<file path="config.mk">
export PLATFORM = sky130hd
export DESIGN_NAME = gregorian_date_arithmetic_top
export DESIGN_NICKNAME = d
export VERILOG_FILES = /design/src/hdl/gda_pkg.sv /design/src/hdl/gda_ctrl.sv /design/src/hdl/gda_datapath.sv /design/src/hdl/gregorian_date_arithmetic_top.sv
export SDC_FILE = /design/constraint.sdc
export NUM_CORES = 1
export LEC_CHECK = 0
export BUFFER_PORTS_ARGS = -buffer_cell sky130_fd_sc_hd__buf_4
export CAP_MARGIN = 25
export CORE_ASPECT_RATIO = 1.4
export CORE_MARGIN = 2
export CORE_UTILIZATION = 30
export DETAILED_ROUTE_END_ITERATION = 8
export SYNTH_ARGS = -nofsm -noshare
export SYNTH_HDL_FRONTEND = slang
export SYNTH_SLANG_ARGS = --single-unit
</file>
<file path="constraint.sdc">
create_clock -name clk_i -period 10.6 [get_ports clk_i]
set_clock_uncertainty 0.2 [all_clocks]
set_input_delay 0 -clock clk_i [delete_from_list [all_inputs] [get_ports clk_i]]
set_output_delay 0 -clock clk_i [all_outputs]
set_load 0.03 [all_outputs]
</file>
<file path="src/hdl/gda_pkg.sv">
// ----------------------------------------------------------------------------
// gda_pkg: shared types and constants for the Gregorian date unit
// Command and status bundles between controller and datapath, field widths,
// code constants and the month tables.
// ----------------------------------------------------------------------------
package gda_pkg;

  localparam int YEAR_W  = 14;
  localparam int MON_W   = 4;
  localparam int DAY_W   = 5;
  localparam int DIFF_W  = 23;
  localparam int CODE_W  = 2;

  localparam int OUT_W       = YEAR_W + MON_W + DAY_W + DIFF_W + CODE_W + CODE_W;
  localparam int OUT_TDATA_W = ((OUT_W + 7) / 8) * 8;

  // floor(y / 100) for any 14-bit y as (y * RECIP_100) >> RECIP_SHIFT.
  localparam int RECIP_100   = 5243;
  localparam int RECIP_SHIFT = 19;
  localparam int RPROD_W     = 27;
  localparam int Q_W         = RPROD_W - RECIP_SHIFT;
  localparam int Y365_W      = YEAR_W + 9;

  localparam int DAYS_YEAR = 365;
  localparam int DAYS_4Y   = 1461;
  localparam int DAYS_100Y = 36524;
  localparam int DAYS_400Y = 146097;
  localparam int DIFF_MAX  = 4194303;

  localparam logic [CODE_W-1:0] FUNC_ADD = 2'd0;
  localparam logic [CODE_W-1:0] FUNC_SUB = 2'd1;
  localparam logic [CODE_W-1:0] FUNC_CMP = 2'd2;

  localparam logic [CODE_W-1:0] ORD_EQUAL   = 2'd0;
  localparam logic [CODE_W-1:0] ORD_LATER   = 2'd1;
  localparam logic [CODE_W-1:0] ORD_EARLIER = 2'd2;

  localparam logic [CODE_W-1:0] STS_OK       = 2'd0;
  localparam logic [CODE_W-1:0] STS_BAD_DATE = 2'd1;
  localparam logic [CODE_W-1:0] STS_RANGE    = 2'd2;

  typedef enum logic [2:0] {
    OP_NONE,
    OP_LOAD,
    OP_MUL,
    OP_SUM,
    OP_COMBINE,
    OP_EVAL,
    OP_DIV_STEP,
    OP_FINISH
  } dp_op_e;

  typedef enum logic [3:0] {
    ST_IDLE,
    ST_MUL_A,
    ST_SUM_A,
    ST_MUL_B,
    ST_SUM_B,
    ST_COMBINE,
    ST_EVAL,
    ST_DIV,
    ST_DONE
  } ctl_state_e;

  typedef enum logic [2:0] {
    PH_Q400,
    PH_Q100,
    PH_Q4,
    PH_Q1,
    PH_MON,
    PH_END
  } div_phase_e;

  typedef struct packed {
    dp_op_e op;
    logic   sel_other;
  } dp_cmd_t;

  typedef struct packed {
    logic is_cmp;
    logic need_div;
    logic div_done;
    logic out_busy;
  } dp_status_t;

  function automatic logic [DAY_W-1:0] month_len(input logic [MON_W-1:0] mo,
                                                 input logic leap);
    logic [DAY_W-1:0] len;
    case (mo)
      4'd1, 4'd3, 4'd5, 4'd7, 4'd8, 4'd10, 4'd12: len = 5'd31;
      4'd4, 4'd6, 4'd9, 4'd11:                    len = 5'd30;
      4'd2:                                       len = leap ? 5'd29 : 5'd28;
      default:                                    len = 5'd0;
    endcase
    return len;
  endfunction

  // Days before the first of the month in a common year.
  function automatic logic [8:0] cum_days(input logic [MON_W-1:0] mo);
    logic [8:0] c;
    case (mo)
      4'd2:    c = 9'd31;
      4'd3:    c = 9'd59;
      4'd4:    c = 9'd90;
      4'd5:    c = 9'd120;
      4'd6:    c = 9'd151;
      4'd7:    c = 9'd181;
      4'd8:    c = 9'd212;
      4'd9:    c = 9'd243;
      4'd10:   c = 9'd273;
      4'd11:   c = 9'd304;
      4'd12:   c = 9'd334;
      default: c = 9'd0;
    endcase
    return c;
  endfunction

endpackage

</file>
<file path="src/hdl/gda_ctrl.sv">
// ----------------------------------------------------------------------------
// gda_ctrl: sequencing controller of the Gregorian date unit
// Steps the datapath through day-count conversion, combination, evaluation,
// the calendar split loop and hand-over to the output register.
// ----------------------------------------------------------------------------
module gda_ctrl (
  input  logic                clk_i,
  input  logic                rst_ni,
  input  logic                s_valid_i,
  output logic                s_ready_o,
  input  gda_pkg::dp_status_t sts_i,
  output gda_pkg::dp_cmd_t    cmd_o
);

  gda_pkg::ctl_state_e state_q, state_d;

  always_ff @(posedge clk_i or negedge rst_ni) begin
    if (!rst_ni) begin
      state_q <= gda_pkg::ST_IDLE;
    end else begin
      state_q <= state_d;
    end
  end

  always_comb begin
    state_d         = state_q;
    s_ready_o       = 1'b0;
    cmd_o.op        = gda_pkg::OP_NONE;
    cmd_o.sel_other = 1'b0;
    case (state_q)
      gda_pkg::ST_IDLE: begin
        s_ready_o = 1'b1;
        if (s_valid_i) begin
          cmd_o.op = gda_pkg::OP_LOAD;
          state_d  = gda_pkg::ST_MUL_A;
        end
      end
      gda_pkg::ST_MUL_A: begin
        cmd_o.op = gda_pkg::OP_MUL;
        state_d  = gda_pkg::ST_SUM_A;
      end
      gda_pkg::ST_SUM_A: begin
        cmd_o.op = gda_pkg::OP_SUM;
        state_d  = sts_i.is_cmp ? gda_pkg::ST_MUL_B : gda_pkg::ST_COMBINE;
      end
      gda_pkg::ST_MUL_B: begin
        cmd_o.op        = gda_pkg::OP_MUL;
        cmd_o.sel_other = 1'b1;
        state_d         = gda_pkg::ST_SUM_B;
      end
      gda_pkg::ST_SUM_B: begin
        cmd_o.op        = gda_pkg::OP_SUM;
        cmd_o.sel_other = 1'b1;
        state_d         = gda_pkg::ST_COMBINE;
      end
      gda_pkg::ST_COMBINE: begin
        cmd_o.op = gda_pkg::OP_COMBINE;
        state_d  = gda_pkg::ST_EVAL;
      end
      gda_pkg::ST_EVAL: begin
        cmd_o.op = gda_pkg::OP_EVAL;
        state_d  = sts_i.need_div ? gda_pkg::ST_DIV : gda_pkg::ST_DONE;
      end
      gda_pkg::ST_DIV: begin
        if (sts_i.div_done) begin
          state_d = gda_pkg::ST_DONE;
        end else begin
          cmd_o.op = gda_pkg::OP_DIV_STEP;
        end
      end
      gda_pkg::ST_DONE: begin
        if (!sts_i.out_busy) begin
          cmd_o.op = gda_pkg::OP_FINISH;
          state_d  = gda_pkg::ST_IDLE;
        end
      end
      default: begin
        state_d = gda_pkg::ST_IDLE;
      end
    endcase
  end

endmodule

</file>
<file path="src/hdl/gda_datapath.sv">
// ----------------------------------------------------------------------------
// gda_datapath: datapath of the Gregorian date unit
// Day-count conversion, offset and difference adder, range and order checks,
// the shared subtract-and-count unit that splits a day count into a date,
// and the output register.
// ----------------------------------------------------------------------------
module gda_datapath #(
  parameter int MAX_YEAR    = 9999,
  parameter int OFFSET_BITS = 21
) (
  input  logic                                   clk_i,
  input  logic                                   rst_ni,
  input  gda_pkg::dp_cmd_t                       cmd_i,
  output gda_pkg::dp_status_t                    sts_o,
  input  logic [gda_pkg::CODE_W-1:0]             func_i,
  input  logic [gda_pkg::YEAR_W-1:0]             in_year_i,
  input  logic [gda_pkg::MON_W-1:0]              in_month_i,
  input  logic [gda_pkg::DAY_W-1:0]              in_day_i,
  input  logic signed [OFFSET_BITS-1:0]          offset_i,
  input  logic [gda_pkg::YEAR_W-1:0]             other_year_i,
  input  logic [gda_pkg::MON_W-1:0]              other_month_i,
  input  logic [gda_pkg::DAY_W-1:0]              other_day_i,
  input  logic                                   m_ready_i,
  output logic                                   m_valid_o,
  output logic [gda_pkg::OUT_TDATA_W-1:0]        m_data_o
);

  localparam int MaxDays = MAX_YEAR * 365 + MAX_YEAR / 4 - MAX_YEAR / 100
                           + MAX_YEAR / 400 - 1;
  localparam int DAYS_W  = $clog2(MaxDays + 1);
  localparam int N_W     = (DAYS_W > OFFSET_BITS ? DAYS_W : OFFSET_BITS) + 2;
  localparam int SAT_W   = (N_W > gda_pkg::DIFF_W ? N_W : gda_pkg::DIFF_W) + 1;
  localparam int YACC_W  = $clog2(MAX_YEAR + 1);
  localparam int YW      = gda_pkg::YEAR_W;
  localparam int MW      = gda_pkg::MON_W;
  localparam int DW      = gda_pkg::DAY_W;
  localparam int CW      = gda_pkg::CODE_W;
  localparam int QW      = gda_pkg::Q_W;

  // Captured item.
  logic [CW-1:0]                 func_q;
  logic [YW-1:0]                 ya_q, yb_q;
  logic [MW-1:0]                 ma_q, mb_q;
  logic [DW-1:0]                 da_q, db_q;
  logic signed [OFFSET_BITS-1:0] off_q;

  // Day-count conversion.
  logic [YW-1:0]                 yr_q;
  logic [MW-1:0]                 mo_q;
  logic [DW-1:0]                 dy_q;
  logic [gda_pkg::Y365_W-1:0]    y365_q;
  logic [QW-1:0]                 c100_q, p100_q;
  logic [DAYS_W-1:0]             days_a_q, days_b_q;
  logic                          valid_a_q, valid_b_q;
  logic signed [N_W-1:0]         n_q;

  // Calendar split.
  gda_pkg::div_phase_e           phase_q;
  logic [DAYS_W-1:0]             rem_q;
  logic [YACC_W-1:0]             yacc_q;
  logic [1:0]                    q100_q, q1_q;
  logic [4:0]                    q4_q;
  logic [MW-1:0]                 mon_q;

  // Pending result and output register.
  logic [YW-1:0]                 pyear_q, out_year_q;
  logic [MW-1:0]                 pmon_q, out_mon_q;
  logic [DW-1:0]                 pday_q, out_day_q;
  logic [gda_pkg::DIFF_W-1:0]    pdiff_q, out_diff_q;
  logic [CW-1:0]                 porder_q, out_order_q;
  logic [CW-1:0]                 pstatus_q, out_status_q;
  logic                          out_valid_q;

  logic [YW-1:0]                 sel_y, pm1_sel, p_yr;
  logic [MW-1:0]                 sel_m;
  logic [DW-1:0]                 sel_d;
  logic [gda_pkg::RPROD_W-1:0]   prod_c, prod_p;
  logic                          leap, leap_add, date_valid, is_cmp, range_bad, need_div;
  logic [DW-1:0]                 mlen;
  logic [DAYS_W-1:0]             days_sum;
  logic signed [N_W-1:0]         a_ext, b_ext, off_ext, n_d;
  logic signed [SAT_W-1:0]       n_sat_ext;
  logic [gda_pkg::DIFF_W-1:0]    diff_sat;
  logic                          leap_acc, step_ok;
  logic [DAYS_W-1:0]             step_val;
  logic [YACC_W-1:0]             year_inc;

  // ---------------------------------------------------------------- compute
  assign is_cmp = !(func_q == gda_pkg::FUNC_ADD || func_q == gda_pkg::FUNC_SUB);

  assign sel_y   = cmd_i.sel_other ? yb_q : ya_q;
  assign sel_m   = cmd_i.sel_other ? mb_q : ma_q;
  assign sel_d   = cmd_i.sel_other ? db_q : da_q;
  assign pm1_sel = sel_y - YW'(1);
  assign prod_c  = gda_pkg::RPROD_W'(sel_y) * gda_pkg::RPROD_W'(gda_pkg::RECIP_100);
  assign prod_p  = gda_pkg::RPROD_W'(pm1_sel) * gda_pkg::RPROD_W'(gda_pkg::RECIP_100);

  // A year divisible by 4 is leap unless it is a century not divisible by 400.
  assign p_yr     = yr_q - YW'(1);
  assign leap     = (yr_q[1:0] == 2'b00) &&
                    (((YW + 1)'(c100_q) * (YW + 1)'(100) != (YW + 1)'(yr_q)) ||
                     (c100_q[1:0] == 2'b00));
  assign mlen     = gda_pkg::month_len(mo_q, leap);
  assign leap_add = leap && (mo_q > MW'(2));
  assign date_valid = (yr_q != '0) && (int'(yr_q) <= MAX_YEAR) &&
                      (mo_q != '0) && (mo_q <= MW'(12)) &&
                      (dy_q != '0) && (dy_q <= mlen);
  assign days_sum = DAYS_W'(y365_q) + DAYS_W'(p_yr[YW-1:2]) - DAYS_W'(p100_q)
                    + DAYS_W'(p100_q[QW-1:2]) + DAYS_W'(gda_pkg::cum_days(mo_q))
                    + DAYS_W'(leap_add) + DAYS_W'(dy_q) - DAYS_W'(1);

  assign a_ext   = {{(N_W - DAYS_W){1'b0}}, days_a_q};
  assign b_ext   = {{(N_W - DAYS_W){1'b0}}, days_b_q};
  assign off_ext = {{(N_W - OFFSET_BITS){off_q[OFFSET_BITS-1]}}, off_q};

  always_comb begin
    if (is_cmp) begin
      n_d = a_ext - b_ext;
    end else if (func_q == gda_pkg::FUNC_ADD) begin
      n_d = a_ext + off_ext;
    end else begin
      n_d = a_ext - off_ext;
    end
  end

  assign range_bad = n_q[N_W-1] || (n_q > $signed(N_W'(MaxDays)));
  assign need_div  = valid_a_q && !is_cmp && !range_bad;

  assign n_sat_ext = {{(SAT_W - N_W){n_q[N_W-1]}}, n_q};
  always_comb begin
    if (n_sat_ext > $signed(SAT_W'(gda_pkg::DIFF_MAX))) begin
      diff_sat = gda_pkg::DIFF_W'(gda_pkg::DIFF_MAX);
    end else if (n_sat_ext < -$signed(SAT_W'(gda_pkg::DIFF_MAX))) begin
      diff_sat = gda_pkg::DIFF_W'(-gda_pkg::DIFF_MAX);
    end else begin
      diff_sat = n_sat_ext[gda_pkg::DIFF_W-1:0];
    end
  end

  // The accumulated year is leap when it closes a four-year block, except for
  // the last block of a century that is not the fourth century of the cycle.
  assign leap_acc = (q1_q == 2'd3) && ((q4_q != 5'd24) || (q100_q == 2'd3));

  always_comb begin
    step_val = '0;
    year_inc = '0;
    step_ok  = 1'b0;
    case (phase_q)
      gda_pkg::PH_Q400: begin
        step_val = DAYS_W'(gda_pkg::DAYS_400Y);
        year_inc = YACC_W'(400);
        step_ok  = rem_q >= step_val;
      end
      gda_pkg::PH_Q100: begin
        step_val = DAYS_W'(gda_pkg::DAYS_100Y);
        year_inc = YACC_W'(100);
        step_ok  = (rem_q >= step_val) && (q100_q != 2'd3);
      end
      gda_pkg::PH_Q4: begin
        step_val = DAYS_W'(gda_pkg::DAYS_4Y);
        year_inc = YACC_W'(4);
        step_ok  = rem_q >= step_val;
      end
      gda_pkg::PH_Q1: begin
        step_val = DAYS_W'(gda_pkg::DAYS_YEAR);
        year_inc = YACC_W'(1);
        step_ok  = (rem_q >= step_val) && (q1_q != 2'd3);
      end
      gda_pkg::PH_MON: begin
        step_val = DAYS_W'(gda_pkg::month_len(mon_q, leap_acc));
        step_ok  = (rem_q >= step_val) && (mon_q != MW'(12));
      end
      default: begin
        step_ok = 1'b0;
      end
    endcase
  end

  // ---------------------------------------------------------------- control
  always_ff @(posedge clk_i or negedge rst_ni) begin
    if (!rst_ni) begin
      phase_q     <= gda_pkg::PH_END;
      out_valid_q <= 1'b0;
    end else begin
      if (cmd_i.op == gda_pkg::OP_EVAL) begin
        phase_q <= need_div ? gda_pkg::PH_Q400 : gda_pkg::PH_END;
      end else if (cmd_i.op == gda_pkg::OP_DIV_STEP && !step_ok) begin
        case (phase_q)
          gda_pkg::PH_Q400: phase_q <= gda_pkg::PH_Q100;
          gda_pkg::PH_Q100: phase_q <= gda_pkg::PH_Q4;
          gda_pkg::PH_Q4:   phase_q <= gda_pkg::PH_Q1;
          gda_pkg::PH_Q1:   phase_q <= gda_pkg::PH_MON;
          default:          phase_q <= gda_pkg::PH_END;
        endcase
      end
      if (cmd_i.op == gda_pkg::OP_FINISH) begin
        out_valid_q <= 1'b1;
      end else if (m_ready_i) begin
        out_valid_q <= 1'b0;
      end
    end
  end

  // ---------------------------------------------------------------- payload
  always_ff @(posedge clk_i) begin
    if (cmd_i.op == gda_pkg::OP_LOAD) begin
      func_q <= func_i;
      ya_q   <= in_year_i;
      ma_q   <= in_month_i;
      da_q   <= in_day_i;
      off_q  <= offset_i;
      yb_q   <= other_year_i;
      mb_q   <= other_month_i;
      db_q   <= other_day_i;
    end
    if (cmd_i.op == gda_pkg::OP_MUL) begin
      yr_q   <= sel_y;
      mo_q   <= sel_m;
      dy_q   <= sel_d;
      y365_q <= gda_pkg::Y365_W'(pm1_sel) * gda_pkg::Y365_W'(gda_pkg::DAYS_YEAR);
      c100_q <= prod_c[gda_pkg::RPROD_W-1:gda_pkg::RECIP_SHIFT];
      p100_q <= prod_p[gda_pkg::RPROD_W-1:gda_pkg::RECIP_SHIFT];
    end
    if (cmd_i.op == gda_pkg::OP_SUM) begin
      if (cmd_i.sel_other) begin
        days_b_q  <= days_sum;
        valid_b_q <= date_valid;
      end else begin
        days_a_q  <= days_sum;
        valid_a_q <= date_valid;
      end
    end
    if (cmd_i.op == gda_pkg::OP_COMBINE) begin
      n_q <= n_d;
    end
    if (cmd_i.op == gda_pkg::OP_EVAL) begin
      pyear_q  <= ya_q;
      pmon_q   <= ma_q;
      pday_q   <= da_q;
      pdiff_q  <= '0;
      porder_q <= gda_pkg::ORD_EQUAL;
      rem_q    <= n_q[DAYS_W-1:0];
      yacc_q   <= YACC_W'(1);
      q100_q   <= '0;
      q4_q     <= '0;
      q1_q     <= '0;
      mon_q    <= MW'(1);
      if (!valid_a_q) begin
        pstatus_q <= gda_pkg::STS_BAD_DATE;
      end else if (!is_cmp) begin
        pstatus_q <= range_bad ? gda_pkg::STS_RANGE : gda_pkg::STS_OK;
      end else if (!valid_b_q) begin
        pstatus_q <= gda_pkg::STS_BAD_DATE;
      end else begin
        pstatus_q <= gda_pkg::STS_OK;
        pdiff_q   <= diff_sat;
        if (n_q[N_W-1]) begin
          porder_q <= gda_pkg::ORD_EARLIER;
        end else if (n_q != '0) begin
          porder_q <= gda_pkg::ORD_LATER;
        end
      end
    end
    if (cmd_i.op == gda_pkg::OP_DIV_STEP) begin
      if (step_ok) begin
        rem_q  <= rem_q - step_val;
        yacc_q <= yacc_q + year_inc;
        case (phase_q)
          gda_pkg::PH_Q100: q100_q <= q100_q + 2'd1;
          gda_pkg::PH_Q4:   q4_q   <= q4_q + 5'd1;
          gda_pkg::PH_Q1:   q1_q   <= q1_q + 2'd1;
          gda_pkg::PH_MON:  mon_q  <= mon_q + MW'(1);
          default:          q4_q   <= q4_q;
        endcase
      end else if (phase_q == gda_pkg::PH_MON) begin
        pyear_q <= YW'(yacc_q);
        pmon_q  <= mon_q;
        pday_q  <= DW'(rem_q + DAYS_W'(1));
      end
    end
    if (cmd_i.op == gda_pkg::OP_FINISH) begin
      out_year_q   <= pyear_q;
      out_mon_q    <= pmon_q;
      out_day_q    <= pday_q;
      out_diff_q   <= pdiff_q;
      out_order_q  <= porder_q;
      out_status_q <= pstatus_q;
    end
  end

  assign sts_o.is_cmp   = is_cmp;
  assign sts_o.need_div = need_div;
  assign sts_o.div_done = (phase_q == gda_pkg::PH_END);
  assign sts_o.out_busy = out_valid_q && !m_ready_i;

  assign m_valid_o = out_valid_q;
  assign m_data_o  = {{(gda_pkg::OUT_TDATA_W - gda_pkg::OUT_W){1'b0}},
                      out_status_q, out_order_q, out_diff_q,
                      out_day_q, out_mon_q, out_year_q};

  // ---------------------------------------------------------------- checks
  a_no_overwrite: assert property (@(posedge clk_i) disable iff (!rst_ni)
    cmd_i.op == gda_pkg::OP_FINISH |-> !(out_valid_q && !m_ready_i))
    else $error("result register overwritten before it was taken");

  a_month_rem: assert property (@(posedge clk_i) disable iff (!rst_ni)
    phase_q == gda_pkg::PH_MON |-> rem_q <= DAYS_W'(365))
    else $error("day of year out of range in month stepping");

  a_q4_bound: assert property (@(posedge clk_i) disable iff (!rst_ni)
    phase_q == gda_pkg::PH_MON |-> q4_q <= 5'd24)
    else $error("four-year count exceeds a century");

  a_fail_clean: assert property (@(posedge clk_i) disable iff (!rst_ni)
    out_valid_q && out_status_q != gda_pkg::STS_OK
      |-> out_order_q == gda_pkg::ORD_EQUAL && out_diff_q == '0)
    else $error("failed item carries a difference or an order");

endmodule

</file>
<file path="src/hdl/gregorian_date_arithmetic_top.sv">
// ----------------------------------------------------------------------------
// gregorian_date_arithmetic_top: Gregorian date add, subtract and compare
// Adds or subtracts a signed day offset to a date, or gives the signed day
// difference and ordering of two dates, with range and validity checks.
//
// Use: one item enters on the slave stream (selector in tuser, dates and
// offset in tdata) and one result leaves on the master stream. Items are
// worked one at a time: tready is high only while the unit is idle, so the
// next item can be taken in the cycle after each result is registered.
// A failed or out-of-range add/subtract is converted, combined and evaluated
// before it is handed to the output register; a compare converts both dates
// first, and a successful add/subtract also runs the split loop. The split
// loop subtracts one 400-year cycle, century, four-year block, year or month
// per cycle and closes each of its five stages once its step no longer applies.
// The result sits in an output register; the next item is accepted while it
// waits, and a stalled receiver only holds the unit once the next result is
// ready. Reset clears the controller and the output valid; no clearing pass.
// ----------------------------------------------------------------------------
module gregorian_date_arithmetic_top #(
  parameter int MAX_YEAR    = 9999,
  parameter int OFFSET_BITS = 21
) (
  input  logic                            clk_i,
  input  logic                            rst_ni,
  input  logic                            s_axis_tvalid_i,
  output logic                            s_axis_tready_o,
  // func
  input  logic [gda_pkg::CODE_W-1:0]      s_axis_tuser_i,
  // in_year, in_month, in_day, offset, other_year, other_month, other_day
  input  logic [((46 + OFFSET_BITS + 7) / 8) * 8 - 1:0] s_axis_tdata_i,
  output logic                            m_axis_tvalid_o,
  input  logic                            m_axis_tready_i,
  // res_year, res_month, res_day, day_diff, order, status
  output logic [gda_pkg::OUT_TDATA_W-1:0] m_axis_tdata_o
);

  localparam int OffLsb = gda_pkg::YEAR_W + gda_pkg::MON_W + gda_pkg::DAY_W;
  localparam int OyLsb  = OffLsb + OFFSET_BITS;
  localparam int OmLsb  = OyLsb + gda_pkg::YEAR_W;
  localparam int OdLsb  = OmLsb + gda_pkg::MON_W;

  gda_pkg::dp_cmd_t    cmd;
  gda_pkg::dp_status_t sts;

  gda_ctrl u_ctrl (
    .clk_i     (clk_i),
    .rst_ni    (rst_ni),
    .s_valid_i (s_axis_tvalid_i),
    .s_ready_o (s_axis_tready_o),
    .sts_i     (sts),
    .cmd_o     (cmd)
  );

  gda_datapath #(
    .MAX_YEAR    (MAX_YEAR),
    .OFFSET_BITS (OFFSET_BITS)
  ) u_datapath (
    .clk_i         (clk_i),
    .rst_ni        (rst_ni),
    .cmd_i         (cmd),
    .sts_o         (sts),
    .func_i        (s_axis_tuser_i),
    .in_year_i     (s_axis_tdata_i[gda_pkg::YEAR_W-1:0]),
    .in_month_i    (s_axis_tdata_i[gda_pkg::YEAR_W +: gda_pkg::MON_W]),
    .in_day_i      (s_axis_tdata_i[gda_pkg::YEAR_W + gda_pkg::MON_W +: gda_pkg::DAY_W]),
    .offset_i      ($signed(s_axis_tdata_i[OffLsb +: OFFSET_BITS])),
    .other_year_i  (s_axis_tdata_i[OyLsb +: gda_pkg::YEAR_W]),
    .other_month_i (s_axis_tdata_i[OmLsb +: gda_pkg::MON_W]),
    .other_day_i   (s_axis_tdata_i[OdLsb +: gda_pkg::DAY_W]),
    .m_ready_i     (m_axis_tready_i),
    .m_valid_o     (m_axis_tvalid_o),
    .m_data_o      (m_axis_tdata_o)
  );

endmodule

</file>
# Word-level counts from Yosys, hierarchy flattened
# Memories as Yosys holds them, arrays and structs flattened. A register that Yosys moved wholly into a read port is not among the register bits.
# Cells that the tools add are included.
# word_totals
wordCells	257
mem_bits_ro	144
out_inout_bits	58
in_bits	78
memories	1
register_bits	357
# op_classes
n_lt_le_gt_ge	12
bitwise	3
n_reduce_logical	47
addsub	19
n_eq_ne	56
muxes	73
mul	4
# memory_table
memory	words	word_bits	read_ports	rd_ports_with_merged_regs	wr	line_no	text
(name not given)	16	9	1	1	0	gda_pkg.sv:101	case (mo)
# ops
op	count
$mux W14	8
$pmux W18 S5	1
$mux W22	4
$mux W4	14
$mul A14 B13 Y27 const B	2
$eq A4 B3 Y1 const B	12
$gt A24 B23 Y1 const B	2
$mux W24	2
$mux W5	9
$eq A4 B4 Y1 const B	11
$pmux W4 S9	1
$pmux W9 S4	1
$pmux W5 S3	2
$sub A14 B1 Y14 const B	2
$add A23 B21 Y24	1
$eq A4 B2 Y1 const B	6
$lt A24 B23 Y1 const B	1
$reduce_bool A24 Y1	1
$sub A23 B21 Y24	1
$mux W23	1
$sub A22 B22 Y23	1
$add A22 B1 Y22	1
$add A22 B12 Y22	1
$add A22 B5 Y22	1
54 further kinds	128

# Logic depth before layout (Yosys ltp)
# logic_depth
depth_word	13
mapped_depth	33
mapped_depth_nobuf	30

# Modules after synthesis
# From an unflattened synthesis, not the netlist that was laid out.
# hier_totals
cells_unflattened	2777
area_unflattened_um2	29278.1
# modules_own_cells
mod	cells_each	instances	area_per_inst_um2	seq_area_each_um2
gda_datapath	2732	1	28911.5	10092.2
gda_ctrl	45	1	366.6	100.1

# Least setup slack after synthesis
# No wires, ideal clock.
# synth_timing
path_kind	register -> register
from	register u_ctrl.state_q[1]
to	register u_datapath.p100_q[7] (data pin)
slack_ps	1584
arrival_ps	8556
required_time_ps	10140
path_stages_with_launch	34
n_path_buf	3
setup_ps	260
cell_sequence	dfrtp_1 -> clkbuf_1 -> inv_1 -> nand3_1 -> a21oi_1 -> buf_2 -> buf_1 -> mux2i_1 -> ha_1 -> inv_1 -> a21boi_0 -> nand3_1 -> nor2_1 -> nand2_1 -> xnor2_1 -> inv_1 -> fa_1 -> inv_1 -> ha_1 -> fa_1 -> fa_1 -> inv_1 -> fa_1 -> inv_1 -> ha_1 -> and3_1 -> a221oi_1 -> o21ai_0 -> a21o_1 -> a31oi_1 -> o21ai_0 -> o21a_1 -> nor2_1 -> xnor2_1
# synth_via
elab_chain_len	6
# synth_rtl
item	line_no	text
start: declaration	gda_ctrl.sv:15	gda_pkg::ctl_state_e state_q, state_d;
start signal: assignment	gda_ctrl.sv:19	state_q <= gda_pkg::ST_IDLE;
start signal: assignment	gda_ctrl.sv:21	state_q <= state_d;
$eq A4 B2 Y1 or $eq A4 B3 Y1 (tied branches)	gda_ctrl.sv:30	case (state_q)
$reduce_or A2 Y1 (no source line) (*)	-	
$mux W1 (*)	gda_ctrl.sv:30	
$mux W14 (*)	gda_datapath.sv:91	assign sel_y = cmd_i.sel_other ? yb_q : ya_q;
$sub A14 B1 Y14 (*)	gda_datapath.sv:94	assign pm1_sel = sel_y - YW'(1);
$mul A14 B13 Y27 (*)	gda_datapath.sv:96	assign prod_p = gda_pkg::RPROD_W'(pm1_sel) * gda_pkg::RPROD_W'(gda_pkg::RECIP_100);
named net u_datapath.prod_p (one bit)	gda_datapath.sv:77	logic [gda_pkg::RPROD_W-1:0] prod_c, prod_p;
end signal: assignment	gda_datapath.sv:222	p100_q <= prod_p[gda_pkg::RPROD_W-1:gda_pkg::RECIP_SHIFT];
end: declaration	gda_datapath.sv:52	logic [QW-1:0] c100_q, p100_q;
# Mark *: on every way through the listed nets, which the timed path passes. The rest lies on a longest branch.
# A chain may end at the register's enable or synchronous reset.

# Final worst setup path
# layout_timing
from	register u_ctrl.state_q[0]
to	register u_datapath.p100_q[7] (data pin)
# The elaborated chain is that of the path after synthesis.

==> impl_summary.md <==
Outcome
The run finished with clean final reports.

Logic synthesis
After technology mapping, the gate count stands at 2741. Counting distinct cell types in the post-synthesis netlist gives 83. The count of flip-flops with a built-in enable after synthesis is 282. The main flop type after synthesis is sky130_fd_sc_hd__edfxtp_1. The share of async-settable or async-resettable flops after synthesis is 2.19%. For this run, the register share of the synthesized area comes to 34.8%. The cell area after technology mapping is 29300 um2. The post-synthesis average cell area is 10.7 um2. The register bit count reported by yosys is 366. Yosys printed 0 warnings.

Cells and area
The share of final-layout standard cells stronger than drive strength 1 is 8.65%. The number of nets in the finished design is 3718. The finished cells cover 34600 um2. The library cell used most frequently in the layout, excluding fill and tap cells, is sky130_fd_sc_hd__inv_1.

The library cells used most frequently in the layout, excluding fill and tap cells, are sky130_fd_sc_hd__inv_1, sky130_fd_sc_hd__ha_1, sky130_fd_sc_hd__edfxtp_1, sky130_fd_sc_hd__fa_1, sky130_fd_sc_hd__nand2_1. From synthesis to final layout, the design area changed by 18.2%.

Clock network
The clock net sink count is 366. The clock tree from TritonCTS is done. The worst-case clock buffer depth is 3. After clock tree synthesis, the clock-pin slew on the worst setup and hold paths is 60 ps. The H-tree generated during clock tree synthesis spans 2 levels. The latest clock arrival within the worst-skew pair is 580 ps. Buffers inserted during clock tree synthesis total 41.

The library cell used as clock root buffer is sky130_fd_sc_hd__clkbuf_16. The number of post-CTS setup repair buffers is 0.

Drt
After detailed routing, the total wire length is 72100 um. The remaining antenna violation count after routing is 0. The total vias in the final route is 20300. The DRC violation count after routing is 0. In the routed layout, each cell is associated on average with a via count of 4.67. The number of detailed-route iterations in the first pass is 5.

The count of routing violations after the opening detailed-route iteration is 932. The post-detailed-route wirelength per cell is 16.6 um.

Floorplan
Pin placement for this block handled 136 I/O pins. The core region area is 96800 um2. The area of the die is 100000 um2. In this run the horizontal extent of the chip is 268 um. After floorplanning, the core was divided into 135 placement rows.

For this configuration, the core starts out at a cell density of 30.3%. In this run the vertical extent of the chip is 374 um.

Setup path
The biggest fanout along the worst timing path is 15. The critical path is of the flop to flop type. For the worst setup path, the data arrival time is 9270 ps.

Data on the critical path is required at its endpoint by 10720 ps. The worst setup path is launched from a flop. The capturing element type of the critical path is a flop.

Global routing
The initial antenna violation count is 1. The global-route wire length before repair is 114000 um. The sum of overflow across all layers after global routing is 0. Entering global routing, the biggest net connects 61 pins. The global-route total usage across every layer is 14.5%. The number of global-route vias before repair is 21100.

Place
The placement-stage cell area is 31800 um2. The count of buffers added on input and output ports is 124. Detailed placement finished with a half-perimeter wire length of 57600 um. The final RePlAce weighted congestion is 0.904.

Timing
Setup violations remaining at the end of the flow were counted as 0. The final max-slew violation count was 0. The worst-margin pin slew is 999 ps.

Setup repair after global routing left no endpoint under its margin. The final hold violation count is 0. The routed design could run at a clock period as short as 9150 ps.

The sum of negative setup slack is 0 ps. Headroom to the max-slew limit came out at 33.4%. Based on the critical path, the design can be clocked at up to 109 MHz. Of the available clock period, the critical path in the final layout requires 86.3%.

Hold path
The path class of the tightest hold or removal check is input pin to flop.

Job
Max-cap violations in this run came to 0.
## Yosys cell counts, types with 60 or more instances
| cell | instances | area, um2 |
|---|---|---|
| sky130_fd_sc_hd__nor2_1 | 122 | 458 |
| sky130_fd_sc_hd__mux2i_1 | 62 | 621 |
| sky130_fd_sc_hd__xnor2_1 | 107 | 937 |
| sky130_fd_sc_hd__xor2_1 | 60 | 526 |
| sky130_fd_sc_hd__edfxtp_1 | 282 | 8470 |
| sky130_fd_sc_hd__ha_1 | 416 | 5200 |
| sky130_fd_sc_hd__inv_1 | 427 | 1600 |
| sky130_fd_sc_hd__dfxtp_1 | 76 | 1520 |
| sky130_fd_sc_hd__o21ai_0 | 103 | 515 |
| sky130_fd_sc_hd__a21oi_1 | 114 | 571 |
| sky130_fd_sc_hd__nand2_1 | 170 | 638 |
| sky130_fd_sc_hd__fa_1 | 202 | 4040 |
## flip-flops by register name (all words and copies together), names as in the netlist, 21 cells and up, named ones only
name and count:
u_datapath.off_q 21, u_datapath.out_diff_q 23, u_datapath.days_b_q 22, u_datapath.pdiff_q 23
u_datapath.rem_q 22, u_datapath.days_a_q 22, u_datapath.n_q 24, u_datapath.y365_q 22
## path summary, 6_finish.rpt
kind | start | endpoint | slack (ps) | cells after the start
min in group asynchronous | rst_ni | u_datapath.m_valid_o | 270 | 3
worst min-delay path | s_axis_tvalid_i | u_ctrl.state_q[0] | 90 | 4
max in group asynchronous | rst_ni | u_datapath.phase_q[2] | 9590 | 3
worst min register to register | u_datapath.pdiff_q[13] | u_datapath.out_diff_q[13] | 210 | 0
worst max-delay path | u_ctrl.state_q[0] | u_datapath.p100_q[7] | 1450 | 27
worst max register to register | u_ctrl.state_q[0] | u_datapath.p100_q[7] | 1450 | 27
## area by class of cell
type                       instances  area (um2)
antenna                            2        5.00
multi-input combinational       1891       17300
sequential                       366       10200
fill                            9592       62100
tap                             1301        1630
clock inverter                    22         269
inverter                         428        1610
timing repair buffer             294        2570
clock buffer                      51        1110
## timing repair
item,in CTS,in global routing
resized for setup,0,0
hold endpoints to repair,92,0
hold buffers,142,0
## worst max-delay path: stages (launching register included)
cell	delay, ps
sky130_fd_sc_hd__dfrtp_1	490
sky130_fd_sc_hd__inv_1	200
sky130_fd_sc_hd__nand3_1	150
sky130_fd_sc_hd__a21oi_4	630
sky130_fd_sc_hd__mux2i_1	630
sky130_fd_sc_hd__ha_1	250
sky130_fd_sc_hd__a21boi_0	280
sky130_fd_sc_hd__o21ai_0	180
sky130_fd_sc_hd__nor2_1	240
sky130_fd_sc_hd__nand2_1	140
sky130_fd_sc_hd__xnor2_1	760
sky130_fd_sc_hd__fa_1	560
sky130_fd_sc_hd__ha_1	320
sky130_fd_sc_hd__fa_1	480
sky130_fd_sc_hd__inv_1	60
sky130_fd_sc_hd__fa_1	510
sky130_fd_sc_hd__fa_1	540
sky130_fd_sc_hd__inv_1	40
sky130_fd_sc_hd__ha_1	300
sky130_fd_sc_hd__and3_1	180
sky130_fd_sc_hd__a221oi_1	350
sky130_fd_sc_hd__o21ai_0	130
sky130_fd_sc_hd__a21o_1	190
sky130_fd_sc_hd__a31oi_1	410
sky130_fd_sc_hd__o21ai_0	260
sky130_fd_sc_hd__o21a_1	230
sky130_fd_sc_hd__nor2_1	110
sky130_fd_sc_hd__xnor2_1	70
## metrics by stage
stage | util (%) | cells | hold slack, ps | setup slack (ps)
final | 35.8 | 4355 | 89.0 | 1450
after CTS | 35.8 | 4352 | 66.8 | 1320
after detailed placement | 32.9 | 4137 | -360 | 1360
after floorplan | - | 2746 | -496 | 1580
after global placement | 32.9 | 4136 | -361 | 1450
after global routing | 35.8 | 4354 | 98.0 | 856
## cell families after synthesis
group | after synthesis | synth area share (%)
buf+inv | 489 | 6.42
flops | 366 | 34.8
simple gates | 558 | 9.28
xor+xnor | 167 | 4.99
fa+ha+maj | 618 | 31.6
compound gates | 466 | 10.3
other cells | 1 | 0.0128
mux | 76 | 2.67
## routing by layer
layer	part of all wire (%)	track usage [%]	vias up
met2	54	27.9	349
li1	-	-	10000
met4	4.2	6.27	0
met1	39	15.7	9836
met5	0	0	-
met3	2.8	1.44	126
Power is not shown: default switching activity piles up to over one toggle a cycle in this logic, so the estimate is an artifact.
